<file path="src/hw/rtl/isc_pkg.sv">
// Package with opcode, funct, rt and address constants, the skip reason type and the result struct for the classifier.
`timescale 1ns / 1ps
`default_nettype none

package isc_pkg;

    typedef enum logic [1:0] {
        REASON_NONE     = 2'd0,
        REASON_MEM      = 2'd1,
        REASON_EXC      = 2'd2,
        REASON_OVERFLOW = 2'd3
    } t_reason;

    typedef struct packed {
        logic        skip;
        t_reason     reason;
        logic [31:0] eff_addr;
    } t_result;

    // Primary opcodes
    localparam logic [5:0] OP_SPECIAL = 6'h00;
    localparam logic [5:0] OP_REGIMM  = 6'h01;
    localparam logic [5:0] OP_ADDI    = 6'h08;
    localparam logic [5:0] OP_DADDI   = 6'h18;
    localparam logic [5:0] OP_LDL     = 6'h1a;
    localparam logic [5:0] OP_LDR     = 6'h1b;
    localparam logic [5:0] OP_LQ      = 6'h1e;
    localparam logic [5:0] OP_SQ      = 6'h1f;
    localparam logic [5:0] OP_MEM_LO  = 6'h20;
    localparam logic [5:0] OP_MEM_HI  = 6'h2f;
    localparam logic [5:0] OP_LD      = 6'h37;
    localparam logic [5:0] OP_SD      = 6'h3f;

    // SPECIAL funct codes
    localparam logic [5:0] FN_SYSCALL  = 6'h0c;
    localparam logic [5:0] FN_BREAK    = 6'h0d;
    localparam logic [5:0] FN_TRAP_LO  = 6'h30;
    localparam logic [5:0] FN_TRAP_HI  = 6'h36;
    localparam logic [5:0] FN_ADD      = 6'h20;
    localparam logic [5:0] FN_SUB      = 6'h22;
    localparam logic [5:0] FN_DADD     = 6'h2c;
    localparam logic [5:0] FN_DSUB     = 6'h2e;

    // REGIMM trap codes in the rt field
    localparam logic [4:0] RT_TRAP_LO = 5'h08;
    localparam logic [4:0] RT_TRAP_HI = 5'h0e;

    // Address map
    localparam logic [31:0] SCRATCH_MASK = 32'hFFFF_C000;
    localparam logic [31:0] SCRATCH_BASE = 32'h7000_0000;
    localparam logic [31:0] MIRROR_MASK  = 32'h1FFF_FFFF;
    localparam logic [31:0] RAM_SIZE     = 32'h0200_0000;

endpackage

`default_nettype wire

</file>
<file path="src/hw/rtl/instruction_skip_classifier.sv">
// Top level of the instruction skip classifier: input register, decode, result register.
//
// Usage:
//   Input channel (i_in_valid / o_in_stall) carries one instruction word with
//   the 64-bit values of its rs and rt registers. A transfer happens at a
//   rising edge with valid high and stall low.
//   Output channel (o_out_valid / i_out_stall) carries the skip flag, the
//   reason code and the effective address, one result per input transfer,
//   in input order.
//   Path: the input transfer reaches o_out_valid through the input register
//   and then the result register.
//   Throughput: one instruction per cycle when not stalled; the decode and one
//   64-bit adder with its overflow test sit between the two registers.
//   Stall: the two stages advance together. When a result waits and the
//   receiver stalls, both stages hold and o_in_stall rises in the same cycle;
//   an empty result register keeps the pipe moving even under stall.
//   Reset: i_rst_n low at a clock edge drops both valid bits; no results are
//   pending afterwards. The payload and result data registers are not reset.
`timescale 1ns / 1ps
`default_nettype none

module instruction_skip_classifier (
    input  wire logic        i_clk,
    input  wire logic        i_rst_n,
    input  wire logic        i_in_valid,
    output logic             o_in_stall,
    input  wire logic [31:0] i_instruction,
    input  wire logic [63:0] i_rs_value,
    input  wire logic [63:0] i_rt_value,
    output logic             o_out_valid,
    input  wire logic        i_out_stall,
    output logic             o_skip,
    output logic [1:0]       o_skip_reason,
    output logic [31:0]      o_effective_address
);

    logic              advance;
    logic              r_s1_vld;
    logic [31:0]       r_instr;
    logic [63:0]       r_rs;
    logic [63:0]       r_rt;
    logic              r_out_vld;
    isc_pkg::t_result  r_result;
    isc_pkg::t_result  n_result;

    // Advance whenever the result register is empty or being drained.
    assign advance    = !r_out_vld || !i_out_stall;
    assign o_in_stall = !advance;

    // Input register: capture payload on every advance, valid follows the transfer.
    always_ff @(posedge i_clk) begin
        if (!i_rst_n) begin
            r_s1_vld <= 1'b0;
        end else if (advance) begin
            r_s1_vld <= i_in_valid;
        end
    end

    always_ff @(posedge i_clk) begin
        if (advance) begin
            r_instr <= i_instruction;
            r_rs    <= i_rs_value;
            r_rt    <= i_rt_value;
        end
    end

    isc_classify u_classify (
        .i_instruction (r_instr),
        .i_rs_value    (r_rs),
        .i_rt_value    (r_rt),
        .o_result      (n_result)
    );

    // Result register: hold while the receiver stalls a waiting result.
    always_ff @(posedge i_clk) begin
        if (!i_rst_n) begin
            r_out_vld <= 1'b0;
        end else if (advance) begin
            r_out_vld <= r_s1_vld;
        end
    end

    always_ff @(posedge i_clk) begin
        if (advance) begin
            r_result <= n_result;
        end
    end

    assign o_out_valid         = r_out_vld;
    assign o_skip              = r_result.skip;
    assign o_skip_reason       = r_result.reason;
    assign o_effective_address = r_result.eff_addr;

    // Skip flag agrees with the reason code on every presented result.
    a_skip_matches_reason : assert property (@(posedge i_clk) disable iff (!i_rst_n)
        o_out_valid |-> (o_skip == (o_skip_reason != isc_pkg::REASON_NONE)))
        else $error("skip flag disagrees with reason code");

    // An accepted item reaches the input register.
    a_accept_lands : assert property (@(posedge i_clk) disable iff (!i_rst_n)
        (i_in_valid && !o_in_stall) |=> r_s1_vld)
        else $error("accepted item lost at input register");

    // Input stalls only while a result waits on a stalled receiver.
    a_stall_cause : assert property (@(posedge i_clk) disable iff (!i_rst_n)
        o_in_stall |-> (r_out_vld && i_out_stall))
        else $error("input stalled without back pressure");

    // A pending first-stage item moves into the result register on advance.
    a_stage_moves : assert property (@(posedge i_clk) disable iff (!i_rst_n)
        (r_s1_vld && advance) |=> o_out_valid)
        else $error("first-stage item dropped");

    // A blocked item in the first stage stays there.
    a_stage_holds : assert property (@(posedge i_clk) disable iff (!i_rst_n)
        (r_s1_vld && !advance) |=> (r_s1_vld && $stable(r_instr)))
        else $error("first-stage item changed under stall");

endmodule

`default_nettype wire

</file>
<file path="src/hw/rtl/isc_classify.sv">
// Combinational decode of one instruction into skip flag, reason and effective address.
`timescale 1ns / 1ps
`default_nettype none

module isc_classify (
    input  wire logic [31:0]   i_instruction,
    input  wire logic [63:0]   i_rs_value,
    input  wire logic [63:0]   i_rt_value,
    output isc_pkg::t_result   o_result
);

    logic [5:0]  primary;
    logic [5:0]  funct;
    logic [4:0]  rt_field;
    logic [31:0] imm32;
    logic [63:0] imm64;
    logic [31:0] eff_addr;
    logic        is_mem;
    logic        in_map;
    logic        is_exc;
    logic [31:0] a32;
    logic [31:0] b32;
    logic [31:0] s32;
    logic [63:0] b64;
    logic [63:0] s64;
    logic        use32;
    logic        use64;
    logic        ovf;

    assign primary  = i_instruction[31:26];
    assign funct    = i_instruction[5:0];
    assign rt_field = i_instruction[20:16];
    assign imm32    = {{16{i_instruction[15]}}, i_instruction[15:0]};
    assign imm64    = {{32{imm32[31]}}, imm32};
    assign eff_addr = i_rs_value[31:0] + imm32;

    assign is_mem = ((primary >= isc_pkg::OP_MEM_LO) && (primary <= isc_pkg::OP_MEM_HI))
                 || (primary == isc_pkg::OP_LDL) || (primary == isc_pkg::OP_LDR)
                 || (primary == isc_pkg::OP_LQ)  || (primary == isc_pkg::OP_SQ)
                 || (primary == isc_pkg::OP_LD)  || (primary == isc_pkg::OP_SD);

    assign in_map = ((eff_addr & isc_pkg::SCRATCH_MASK) == isc_pkg::SCRATCH_BASE)
                 || ((eff_addr & isc_pkg::MIRROR_MASK) < isc_pkg::RAM_SIZE);

    always_comb begin
        is_exc = 1'b0;
        if (primary == isc_pkg::OP_SPECIAL) begin
            is_exc = (funct == isc_pkg::FN_SYSCALL) || (funct == isc_pkg::FN_BREAK)
                  || ((funct >= isc_pkg::FN_TRAP_LO) && (funct <= isc_pkg::FN_TRAP_HI));
        end else if (primary == isc_pkg::OP_REGIMM) begin
            is_exc = (rt_field >= isc_pkg::RT_TRAP_LO) && (rt_field <= isc_pkg::RT_TRAP_HI);
        end
    end

    // Pick the second operand; subtracts add the two's complement negation.
    always_comb begin
        use32 = 1'b0;
        use64 = 1'b0;
        b32   = imm32;
        b64   = imm64;
        if (primary == isc_pkg::OP_ADDI) begin
            use32 = 1'b1;
        end else if (primary == isc_pkg::OP_DADDI) begin
            use64 = 1'b1;
        end else if (primary == isc_pkg::OP_SPECIAL) begin
            case (funct)
                isc_pkg::FN_ADD: begin
                    use32 = 1'b1;
                    b32   = i_rt_value[31:0];
                end
                isc_pkg::FN_SUB: begin
                    use32 = 1'b1;
                    b32   = 32'd0 - i_rt_value[31:0];
                end
                isc_pkg::FN_DADD: begin
                    use64 = 1'b1;
                    b64   = i_rt_value;
                end
                isc_pkg::FN_DSUB: begin
                    use64 = 1'b1;
                    b64   = 64'd0 - i_rt_value;
                end
                default: begin
                    use32 = 1'b0;
                    use64 = 1'b0;
                end
            endcase
        end
    end

    assign a32 = i_rs_value[31:0];
    assign s32 = a32 + b32;
    assign s64 = i_rs_value + b64;

    assign ovf = (use32 && (~(a32[31] ^ b32[31]) & (a32[31] ^ s32[31])))
              || (use64 && (~(i_rs_value[63] ^ b64[63]) & (i_rs_value[63] ^ s64[63])));

    always_comb begin
        o_result.eff_addr = eff_addr;
        if (is_mem && !in_map) begin
            o_result.reason = isc_pkg::REASON_MEM;
        end else if (is_exc) begin
            o_result.reason = isc_pkg::REASON_EXC;
        end else if (ovf) begin
            o_result.reason = isc_pkg::REASON_OVERFLOW;
        end else begin
            o_result.reason = isc_pkg::REASON_NONE;
        end
        o_result.skip = (o_result.reason != isc_pkg::REASON_NONE);
    end

endmodule

`default_nettype wire
</file>
<file path="config.mk">
export PLATFORM = sky130hd
export DESIGN_NAME = instruction_skip_classifier
export DESIGN_NICKNAME = d
export VERILOG_FILES = /design/src/hw/rtl/isc_pkg.sv /design/src/hw/rtl/instruction_skip_classifier.sv /design/src/hw/rtl/isc_classify.sv
export SDC_FILE = /design/constraint.sdc
export NUM_CORES = 1
export LEC_CHECK = 0
export BUFFER_PORTS_ARGS = -buffer_cell sky130_fd_sc_hd__buf_2
export CORE_ASPECT_RATIO = 2
export CORE_MARGIN = 2
export CORE_UTILIZATION = 58
export DETAILED_ROUTE_END_ITERATION = 8
export PLACE_DENSITY = 0.84
export SLEW_MARGIN = 20
export SYNTH_ARGS = -nofsm -noshare
export SYNTH_HDL_FRONTEND = slang
export SYNTH_SLANG_ARGS = --single-unit
</file>
<file path="constraint.sdc">
create_clock -name i_clk -period 5.5 [get_ports i_clk]
set_input_delay 0.275 -clock i_clk [delete_from_list [all_inputs] [get_ports i_clk]]
set_output_delay 0.275 -clock i_clk [all_outputs]
set_load 0.05 [all_outputs]
</file>
==> out/qor_table.md, run 1 <==
| Stage | Result | This run |
|:---|:---|:---|
| outcome | Outcome | completed |
| cts | Maximum clock insertion buffer count | 2 |
| worst setup path | Most common cell type on the critical path | or3_4 |
| finish | Layout overhead on the synthesized area | 30.0% |
| run | Max_cap viols | 0 |
| global route | Final global-route overflow total | 0 |
| route | Number of remaining DRC errors | 0 |
| die | Y dimension of the die | 209 um |
| die | Starting Density | 58.5% |
| finish | Post-layout net count | 1,756 |
| timing | Final setup skew | 0.00952 ns |
| synth | Post-Syn Instances | 1,109 |
| synth | Number of enable flip-flop cells after synthesis | 190 |
| cts | Cell chosen for the clock root | clkbuf_16 |
| worst setup path | Worst path cell trace | or4_4, or3_4, or3_4, or2_4, nand2b_4, or4_4, o21ai_2, xor2_1, a21oi_1, ha_1, nand4_1, nor2_2, nand2_2, or3_4, a211oi_2, nor3_2, mux2i_1, a311oi_2, nand4_1 |
| worst setup path | Data arrival time at the worst-slack endpoint | 5.64 ns |
| timing | Final period demand of the worst path | 5.45 ns |
| synth | Most used DFF post-synth | edfxtp_1 |
| timing | Slew @ Worst Pin | 1.19 ns |
| synth | Average instance area after synthesis | 11.0 sq um |
| timing | Final TNS setup | 0 ns |
| synth | Top-area cell type share of the netlist area | 46.8% |
| synth | Count of different cell masters after synthesis | 74 |
| cts | TritonCTS buffer count | 17 |
| worst setup path | FF-to-FF path depth | 19 |
| synth | Post-synthesis net count | 1,398 |
| cts | Later-pin clock latency in the skew report | 0.47 ns |
| pwr | Peak supply drop | 0.314 mV |
| route | Number of vias after detailed routing | 10,945 |
| hold path | Hold path cells | 2 |
| die | Die area | 0.0223 sq mm |
| synth | Leading post-synthesis cells by cell area | edfxtp_1 47%, ha_1 13%, a21oi_1 4.6% |
| die | Top-Level Pins | 201 |
| worst setup path | Max stage delay on crit path | 0.57 ns |
| timing | Final Hold Violating Endpoints | 0 |
| route | Initial drt markers | 676 |
| worst setup path | Crit path required time | 5.69 ns |
| route | Average detailed-routed wire length per instance | 21.2 um |
| placement | HPWL after DPL | 24,300 um |
| timing | Highest Clock Rate | 184 MHz |
| finish | Final core area utilization | 76.1% |
| finish | Fraction of layout instances using a drive strength above 1 | 20.8% |
| placement | Count of buffers inserted at the top-level ports | 195 |
| route | Count of nets left with antenna violations after detail routing | 0 |
| die | Area of the placeable core | 0.0208 sq mm |
| global route | Number of global-route vias before repair | 11,373 |
| worst setup path | FF-to-FF End | o_skip |
| hold path | Worst Min Path Start | i_rst_n |
| timing | Final setup violation count | 0 |
| finish | Most common library cell in the layout ignoring fill and taps | buf_2 |
| synth | Part of the Yosys area used for sequential elements | 47.1% |
| timing | Number of max-slew violations in the final report | 0 |
| worst setup path | Kind of capture point of the worst setup path | flip-flop |
| timing | Worst slew margin relative to its limit | 19.7% |
| worst setup path | Library cell contributing the largest single delay on the critical path | or4_4 |
| worst setup path | R2R setup slack | 0.05 ns |
| route | Detail-routed via count per cell | 6.25 |
| worst setup path | Reg-to-reg critical path startpoint | r_rt[9] |
| global route | Overall fraction of global-route tracks in use | 34.1% |
| pwr | Pwr dens | 276 mW/mm^2 |
| timing | Final Cycle Share | 99.1% |
| placement | Last weighted congestion value of the routability-driven placer | 0.965 |
| finish | Number of filler cells placed in the layout | 1,335 |
| hold path | End point of the worst hold path | o_out_valid |
| die | Die X | 107 um |
| die | Cell Rows | 75 |
| synth | Cell area after synthesis | 0.0122 sq mm |
| route | Iteration count of the initial detailed-routing pass | 5 |
| cts | Register clock-pin slew on the reported worst setup and hold paths | 0.07 ns |
| cts | Sink count of the clock tree | 192 |
| worst setup path | Largest driver fanout on the critical path | 3 |
| pwr | P_leak | 6.68 nW |
| finish | Most frequent cells in the layout | 195 x buf_2, 190 x edfxtp_1, 153 x dlygate4sd3_1, 123 x ha_1, 113 x a21oi_1 |
| worst setup path | Kind of critical path | reg -> reg |
| global route | Antenna violations before repair | 1 |
| worst setup path | Startpoint Class | flip-flop |
| hold path | Path category of the worst min-delay check | in -> reg |
| synth | #FFs+latches synth | 192 |
| cts | H-Tree Level Count | 4 |
| cts | TritonCTS clock tree | done |
| synth | Async set-or-reset flop fraction in the synthesized netlist | 0% |
| global route | Largest net degree at the start of global routing | 123 |
| global route | Wire length of the first global-routing pass | 57,900 um |
| synth | Top cell type by total area after synthesis | edfxtp_1 |
| route | Routed WL | 37,100 um |
| synth | Total number of yosys warnings | 0 |
-- critical path: cells and delay by family, from the launching register on --
family,cells,cell delay [ns]
XOR/XNOR,1,0.16
flip-flops,1,0.41
AO/OA/AOI/OAI,4,0.83
adder cells (fa/ha/maj),1,0.35
multiplexers,1,0.15
AND/OR/NAND/NOR,12,3.26
-- registers in the layout (all words and copies together) (netlist names) --
name / count
r_rs: 64
r_rt: 64
o_effective_address: 32
r_instr: 27
o_skip_reason: 2
o_out_valid: 1
o_skip: 1
r_s1_vld: 1
-- cells in the mapped netlist, types with 5 or more instances --
cell / number
edfxtp_1: 190
ha_1: 124
a21oi_1: 113
nand2_1: 83
o21ai_0: 73
xor2_1: 56
nor2_1: 42
clkbuf_1: 35
xnor2_1: 34
a21o_1: 33
o31ai_1: 24
inv_1: 23
nand4_1: 22
nand3_1: 21
or3_1: 17
a211oi_1: 15
or4_1: 15
nor3_1: 13
o21a_1: 12
o211ai_1: 11
nor4_1: 9
o21bai_1: 9
a31oi_1: 8
nand2b_1: 8
o41ai_1: 8
or2_2: 8
o21ai_1: 7
a21boi_0: 6
and3_1: 5
o211a_1: 5
or3_4: 5
-- per-stage QoR --
stage	power [W]	hold WS, ns	setup WS, ns	std cells	instance area [sq um]
finish	0.00438	0.0337	0.0511	1750	15900
global route	0.00455	0.0190	-0.0343	1750	15900
CTS	0.00432	0.00162	0.102	1738	15700
detailed placement	0.00298	0.453	0.143	1553	13500
global placement	0.00295	0.449	0.185	1553	13500
floorplan	0.00267	0.374	0.448	1109	12200
-- where the power goes --
part	internal, W	switching [W]
registers	0.00179	0.000105
clock network	0.000686	0.000600
logic	0.000454	0.000747
-- kinds of logic (layout without fill, tap and decap cells) --
family                     count (synthesis)  in the layout  synth area share, %
and+or+nand+nor                          273            273                 11.9
muxes                                      6              6                0.513
adders and majority gates                125            125                 12.9
xor gates and xnor gates                  90             90                 6.46
DFF                                      192            192                 47.1
other                                      0              1                    0
AOI/OAI and AO/OA                        361            361                 19.2
buffers and inverters                     62            433                 1.93
-- worst max-delay path by stage --
stage / startpoint / end / slack, ns / cells after the start
2_1_floorplan: r_rt[13] / o_skip / 0.45 / 19
3_3_place_gp: r_rt[14] / o_skip / 0.18 / 18
3_5_place_dp: r_rt[9] / o_skip_reason[0] / 0.14 / 19
4_1_cts: r_rt[9] / o_skip_reason[0] / 0.10 / 19
5_1_grt: r_rt[10] / o_skip / -0.03 / 19
6_report: r_rt[9] / o_skip / 0.05 / 19
-- cell type report --
class                      count  area (sq um)  share of cell area, %
timing repair buffer         378          2730                   17.2
sequential                   192          5750                   36.2
inverter                      23          86.3                  0.545
clock inverter                15           176                   1.11
tap                          269           337                   2.12
clock buffer                  17           425                   2.68
antenna                        1          2.50                 0.0158
multi-input combinational    855          6350                   40.0
-- timing repair --
item                                   4_1_cts  5_1_grt
setup endpoints to repair                    0        3
gates resized for setup                      0       26
buffers inserted                             0       11
endpoints found under the hold margin      153        0
hold buffers                               153        0
-- layer usage --
metal / up-vias / share of wire (%) / global-route usage, %
li1: 5026 / - / -
met1: 5157 / 32 / 33.6
met2: 583 / 54 / 62.5
met3: 179 / 6.0 / 6.11
met4: 0 / 7.5 / 24.6
met5: - / 0 / 0
(Power assumes the default switching activity.)
==> run 2, diff against run 1 <==
--- a/config.mk
+++ b/config.mk
@@ -8,9 +8,9 @@
 export BUFFER_PORTS_ARGS = -buffer_cell sky130_fd_sc_hd__buf_2
 export CORE_ASPECT_RATIO = 2
 export CORE_MARGIN = 2
-export CORE_UTILIZATION = 58
+export CORE_UTILIZATION = 62
 export DETAILED_ROUTE_END_ITERATION = 8
-export PLACE_DENSITY = 0.84
+export PLACE_DENSITY = 0.89
 export SLEW_MARGIN = 20
 export SYNTH_ARGS = -nofsm -noshare
 export SYNTH_HDL_FRONTEND = slang
==> constraint.sdc (replaced) <==
create_clock -name i_clk -period 6.51 [get_ports i_clk]
set_input_delay 0.3255 -clock i_clk [delete_from_list [all_inputs] [get_ports i_clk]]
set_output_delay 0.3255 -clock i_clk [all_outputs]
set_load 0.05 [all_outputs]
==> run 2 against run 1 <==
Net effect: clock skew increased by 0.0028 ns; first-iteration DRC count fell by 22%; clock-buffer cell count rose by 1; power down 18%; clock power shrank 17%; wire length fell by 18%; largest cell class unchanged; largest power group unchanged; highest routed layer unchanged.
==> out/qor_table.md, run 2 (same netlist as run 1, synthesis figures left out) <==
| Stage | Result | This run |
|:---|:---|:---|
| global route | Overall fraction of global-route tracks in use | 30.5% |
| pwr | Total power after layout | 0.00357 W |
| die | Starting Density | 63.2% |
| worst setup path | Worst path cell trace | or4_4, or3_4, or3_4, or3_4, or3_4, nand2b_4, o21ai_1, xor2_1, a21oi_1, ha_1, a21o_1, a21o_1, a221oi_1, o211ai_1, nor3_1, mux2i_1, a311oi_2, nand4_1 |
| worst setup path | Critical Path Source | r_rt[13] |
| route | Average detailed-routed wire length per instance | 19.5 um |
| global route | Largest net degree at the start of global routing | 121 |
| global route | Final global-route overflow total | 0 |
| worst setup path | Reg-to-reg critical path startpoint | r_rt[13] |
| route | Detail-routed via count per cell | 6.35 |
| die | Top-Level Pins | 201 |
| hold path | Hold path cells | 1 |
| worst setup path | Worst setup path endpoint | o_skip |
| cts | Sink count of the clock tree | 192 |
| timing | Worst slew margin relative to its limit | 34.4% |
| timing | Final Hold Violating Endpoints | 0 |
| finish | Multi-input combinational cell area | 0.00624 sq mm |
| timing | Final setup skew | 0.0123 ns |
| cts | Maximum clock insertion buffer count | 2 |
| timing | Slew @ Worst Pin | 0.981 ns |
| finish | Sequential cell area | 0.00575 sq mm |
| timing | Unrepaired setup endpoints after global routing | no |
| global route | Antenna violations before repair | 0 |
| global route | Wire length of the first global-routing pass | 48,000 um |
| finish | Most frequent cells in the layout | 195 x buf_2, 190 x edfxtp_1, 124 x ha_1, 113 x a21oi_1, 82 x nand2_1 |
| finish | Number of filler cells placed in the layout | 1,456 |
| worst setup path | Library cell contributing the largest single delay on the critical path | or4_4 |
| die | Area of the placeable core | 0.0193 sq mm |
| worst setup path | Crit path required time | 6.69 ns |
| worst setup path | Startpoint Class | flip-flop |
| timing | Number of max-slew violations in the final report | 0 |
| worst setup path | FF-to-FF path depth | 18 |
| die | Cell Rows | 72 |
| timing | Final TNS setup | 0 ns |
| pwr | P_leak | 5.91 nW |
| run | Max_cap viols | 0 |
| worst setup path | Kind of critical path | reg -> reg |
| route | Number of remaining DRC errors | 0 |
| die | Y dimension of the die | 202 um |
| cts | Later-pin clock latency in the skew report | 0.47 ns |
| pwr | Peak supply drop | 0.277 mV |
| placement | Count of buffers inserted at the top-level ports | 195 |
| worst setup path | R2R setup slack | 0.82 ns |
| worst setup path | Kind of capture point of the worst setup path | flip-flop |
| worst setup path | FF-to-FF End | o_skip |
| route | Routed WL | 30,600 um |
| placement | Placed instance area | 0.0134 sq mm |
| worst setup path | Max stage delay on crit path | 0.59 ns |
| finish | Post-layout net count | 1,582 |
| die | Die area | 0.0209 sq mm |
| global route | Number of global-route vias before repair | 10,132 |
| cts | Cell chosen for the clock root | clkbuf_16 |
| cts | TritonCTS clock tree | done |
| placement | HPWL after DPL | 23,900 um |
| finish | Post-route cell area | 0.0141 sq mm |
| timing | Final Cycle Share | 87.5% |
| worst setup path | Largest driver fanout on the critical path | 6 |
| placement | Post-Place Setup Slack | 0.897 ns |
| placement | Last weighted congestion value of the routability-driven placer | 0.953 |
| finish | Number of diodes | 0 |
| finish | Layout overhead on the synthesized area | 15.2% |
| route | Number of vias after detailed routing | 9,935 |
| finish | Most common library cell in the layout ignoring fill and taps | buf_2 |
| timing | Final period demand of the worst path | 5.69 ns |
| cts | Post-cts sizing count | 0 |
| finish | Fraction of layout instances using a drive strength above 1 | 20.3% |
| pwr | Pwr dens | 254 mW/mm^2 |
| cts | Register clock-pin slew on the reported worst setup and hold paths | 0.07 ns |
| route | Iteration count of the initial detailed-routing pass | 5 |
| route | Initial drt markers | 530 |
| route | Count of nets left with antenna violations after detail routing | 0 |
| timing | Final setup violation count | 0 |
| cts | TritonCTS buffer count | 17 |
| cts | H-Tree Level Count | 4 |
| cts | Total setup buffers inserted after CTS | 0 |
| hold path | Path category of the worst min-delay check | in -> reg |
| timing | Highest Clock Rate | 176 MHz |
| cts | # hold bufs at CTS | 0 |
| outcome | Outcome | completed |
| worst setup path | Most common cell type on the critical path | or3_4 |
| worst setup path | Data arrival time at the worst-slack endpoint | 5.87 ns |
| timing | Least setup slack across all paths after layout | 0.816 ns |
| die | Die X | 103 um |
[run 2: cell types whose count changed in the layout (fill, tap and decap cells not counted), sizes merged]
cell,previous run,this run
diode,1,0
dlygate4sd3,153,0
clkinvlp,0,1
inv,31,28
clkbuf,17,18
bufinv,2,3
buf,225,204
[run 2: power breakdown]
| part | switching (W) | internal [W] | total [W] |
|---|---|---|---|
| clock network | 0.000460 | 0.000610 | 0.00107 |
| registers | 0.0000809 | 0.00151 | 0.00159 |
| logic | 0.000599 | 0.000313 | 0.000912 |
| total | 0.00114 | 0.00243 | 0.00357 |
[run 2: final cells by class]
cell class | count | share of cell area, %
clock buffers | 18 | 3.05
inverters | 23 | 0.614
clock inverters | 14 | 1.27
multi-input cells | 855 | 44.4
well taps | 259 | 2.31
flip-flops and latches | 192 | 40.9
repair buffers | 204 | 7.43
[run 2: per-layer routing]
metal	vias up	track usage (%)	part of all wire (%)
met4	0	20.5	7.1
met3	144	6.40	5.3
li1	4689	-	-
met1	4666	29.0	32
met5	-	0	0
met2	436	55.9	55
[run 2: worst min path at each step]
| stage | from | end |
|---|---|---|
| global route | i_rt_value[38] | r_rt[38] |
| CTS | i_rt_value[31] | r_rt[31] |
| finish | i_rt_value[31] | r_rt[31] |
| floorplan | i_instruction[0] | r_instr[0] |
| detailed placement | r_s1_vld | r_s1_vld |
| global placement | r_s1_vld | o_out_valid |
[run 2: through the flow]
step	std cells	hold slack, ns	util (%)
final	1565	0.0291	72.9
after global routing	1565	0.00854	72.9
after CTS	1565	0.0107	72.9
after detailed placement	1533	0.462	69.7
after global placement	1533	0.445	69.7
after floorplan	1109	0.424	-
[run 2: worst max-delay path, delay by kind of cell, from the launching register on]
kind                       cells  cell delay (ns)
AOI/OAI and AO/OA              7             1.46
DFF                            1             0.43
muxes                          1             0.14
xor gates and xnor gates       1             0.16
and+or+nand+nor                8             2.87
adders and majority gates      1             0.33
==> run 3, diff against run 2 <==
--- a/config.mk
+++ b/config.mk
@@ -8,9 +8,9 @@
 export BUFFER_PORTS_ARGS = -buffer_cell sky130_fd_sc_hd__buf_2
 export CORE_ASPECT_RATIO = 2
 export CORE_MARGIN = 2
-export CORE_UTILIZATION = 62
+export CORE_UTILIZATION = 58
 export DETAILED_ROUTE_END_ITERATION = 8
-export PLACE_DENSITY = 0.89
+export PLACE_DENSITY = 0.84
 export SLEW_MARGIN = 20
 export SYNTH_ARGS = -nofsm -noshare
 export SYNTH_HDL_FRONTEND = slang
==> constraint.sdc (replaced) <==
create_clock -name i_clk -period 6.4 [get_ports i_clk]
set_input_delay 0.32 -clock i_clk [delete_from_list [all_inputs] [get_ports i_clk]]
set_output_delay 0.32 -clock i_clk [all_outputs]
set_load 0.05 [all_outputs]
==> run 3 against run 2 <==
Net effect: power up 2.7%; final cell count up 0.70%; largest power group unchanged; sequential power about the same.
==> out/qor_table.md, run 3 (same netlist as run 1, synthesis figures left out) <==
| Stage | Result | This run |
|:---|:---|:---|
| placement | Last weighted congestion value of the routability-driven placer | 0.944 |
| timing | Final setup violation count | 0 |
| cts | Later-pin clock latency in the skew report | 0.46 ns |
| pwr | Internal portion of total power | 0.00249 W |
| route | Routed WL | 30,100 um |
| route | Count of nets left with antenna violations after detail routing | 0 |
| global route | Wire length of the first global-routing pass | 47,100 um |
| finish | Fin cells | 1,576 |
| placement | HPWL after DPL | 23,600 um |
| cts | Register clock-pin slew on the reported worst setup and hold paths | 0.07 ns |
| route | Iteration count of the initial detailed-routing pass | 5 |
| timing | Unrepaired setup endpoints after global routing | no |
| finish | Post-layout net count | 1,582 |
| worst setup path | Library cell contributing the largest single delay on the critical path | or4_4 |
| run | Max_cap viols | 0 |
| route | Number of vias after detailed routing | 9,790 |
| die | Top-Level Pins | 201 |
| route | Number of remaining DRC errors | 0 |
| cts | Sink count of the clock tree | 192 |
| finish | Most frequent cells in the layout | 195 x buf_2, 190 x edfxtp_1, 124 x ha_1, 113 x a21oi_1, 82 x nand2_1 |
| hold path | Path category of the worst min-delay check | in -> reg |
| finish | Most common library cell in the layout ignoring fill and taps | buf_2 |
| global route | Number of global-route vias before repair | 9,966 |
| timing | Final Hold Violating Endpoints | 0 |
| placement | Count of placed standard cells including taps | 1,543 |
| cts | Post-cts sizing count | 0 |
| pwr | Switching share of power | 32.2% |
| worst setup path | Largest driver fanout on the critical path | 6 |
| die | Starting Density | 58.5% |
| pwr | Net switching power figure | 0.00118 W |
| route | Initial drt markers | 523 |
| pwr | Peak supply drop | 0.232 mV |
| cts | Cell chosen for the clock root | clkbuf_16 |
| finish | Layout overhead on the synthesized area | 15.6% |
| cts | Total setup buffers inserted after CTS | 0 |
| pwr | P_leak | 5.93 nW |
| worst setup path | Kind of capture point of the worst setup path | flip-flop |
| die | Cell Rows | 75 |
| finish | Fraction of layout instances using a drive strength above 1 | 20.4% |
| cts | # hold bufs at CTS | 0 |
| die | Die X | 107 um |
| placement | Count of buffers inserted at the top-level ports | 195 |
| timing | Final Cycle Share | 90.1% |
| worst setup path | Most common cell type on the critical path | or3_4 |
| pwr | Relative contribution of sequential cells to total power | 44.2% |
| outcome | Outcome | completed |
| timing | Number of max-slew violations in the final report | 0 |
| worst setup path | Max stage delay on crit path | 0.58 ns |
| die | Die area | 0.0223 sq mm |
| route | Detail-routed via count per cell | 6.21 |
| timing | Final setup skew | 0.00931 ns |
| worst setup path | Worst path cell trace | or4_4, or3_4, or3_4, or3_4, or3_4, nand2b_4, o21ai_1, xor2_1, a21oi_1, ha_1, a21o_1, a21o_1, a221oi_1, o211ai_1, nor3_1, mux2i_1, a311oi_2, nand4_1 |
| cts | H-Tree Level Count | 4 |
| timing | Final period demand of the worst path | 5.76 ns |
| pwr | Fraction of power consumed by combinational cells | 25.0% |
| global route | Final global-route overflow total | 0 |
| timing | Worst slew margin relative to its limit | 24.0% |
| cts | Maximum clock insertion buffer count | 2 |
| die | Area of the placeable core | 0.0208 sq mm |
| worst setup path | Kind of critical path | reg -> reg |
| route | Average detailed-routed wire length per instance | 19.1 um |
| global route | Overall fraction of global-route tracks in use | 28.0% |
| cts | TritonCTS buffer count | 17 |
| worst setup path | Crit path required time | 6.57 ns |
| pwr | Power share of the clock group | 30.7% |
| cts | TritonCTS clock tree | done |
| timing | Final TNS setup | 0 ns |
| global route | Largest net degree at the start of global routing | 113 |
| die | Y dimension of the die | 209 um |
| worst setup path | Data arrival time at the worst-slack endpoint | 5.94 ns |
| pwr | Pwr dens | 260 mW/mm^2 |
| timing | Highest Clock Rate | 173 MHz |
| global route | Antenna violations before repair | 1 |
| worst setup path | Startpoint Class | flip-flop |
| timing | Slew @ Worst Pin | 1.13 ns |
## run 3: cell types whose count changed in the layout (fill, tap and decap cells not counted), moves of 2 or more
cell | previous run | this run
clkinv_2 | 3 | 1
clkinv_4 | 2 | 0
clkinv_8 | 0 | 2
inv_6 | 3 | 5
inv_8 | 2 | 4
## run 3: power groups by stage
stage                     Sequential, W  Clock, W  Combinational, W
after floorplan                 0.00184         0          0.000459
after global placement          0.00164         0          0.000888
after detailed placement        0.00165         0          0.000908
after CTS                       0.00162   0.00114          0.000913
after global routing            0.00163   0.00119           0.00100
final                           0.00162   0.00113          0.000919
## run 3: cell type report
type	count	area, sq um
clock buffer	17	425
fill	1622	6730
tap	269	337
timing repair buffer	204	1040
inverter	23	86.3
clock inverter	15	216
sequential	192	5750
multi-input combinational	855	6240
antenna	1	2.50
## run 3: final timing paths
kind              slack (ns)  cells past startpoint           start       end
setup / recovery        0.64                     18        r_rt[13]    o_skip
setup reg to reg        0.64                     18        r_rt[13]    o_skip
hold reg to reg         0.49                      2        r_s1_vld  r_s1_vld
hold / removal          0.03                      1  i_rs_value[27]  r_rs[27]
## run 3: layer usage
layer  up-vias  track usage, %  wire, um
met1      4604            25.9     10000
met3       129            4.80      1240
met2       366            52.0     16500
met4         0            22.3      2410
met5         -               0         0
li1       4691               -         -
## run 3: worst max-delay path: cells and delay by family (launching register included)
kind	cells	cell delay, ns
DFF	1	0.42
and+or+nand+nor	8	2.92
muxes	1	0.14
xor gates and xnor gates	1	0.16
adders and majority gates	1	0.34
AOI/OAI and AO/OA	7	1.50
## run 3: stage by stage
step,utilization (%),total power [W],area (sq um),setup slack (ns),hold WS [ns]
after floorplan,-,0.00230,12200,1.35,0.419
after detailed placement,64.6,0.00256,13500,0.809,0.470
after global routing,67.7,0.00383,14100,0.346,0.00973
after CTS,67.7,0.00368,14100,0.719,0.00263
after global placement,64.6,0.00253,13500,0.861,0.450
final,67.7,0.00367,14100,0.635,0.0275
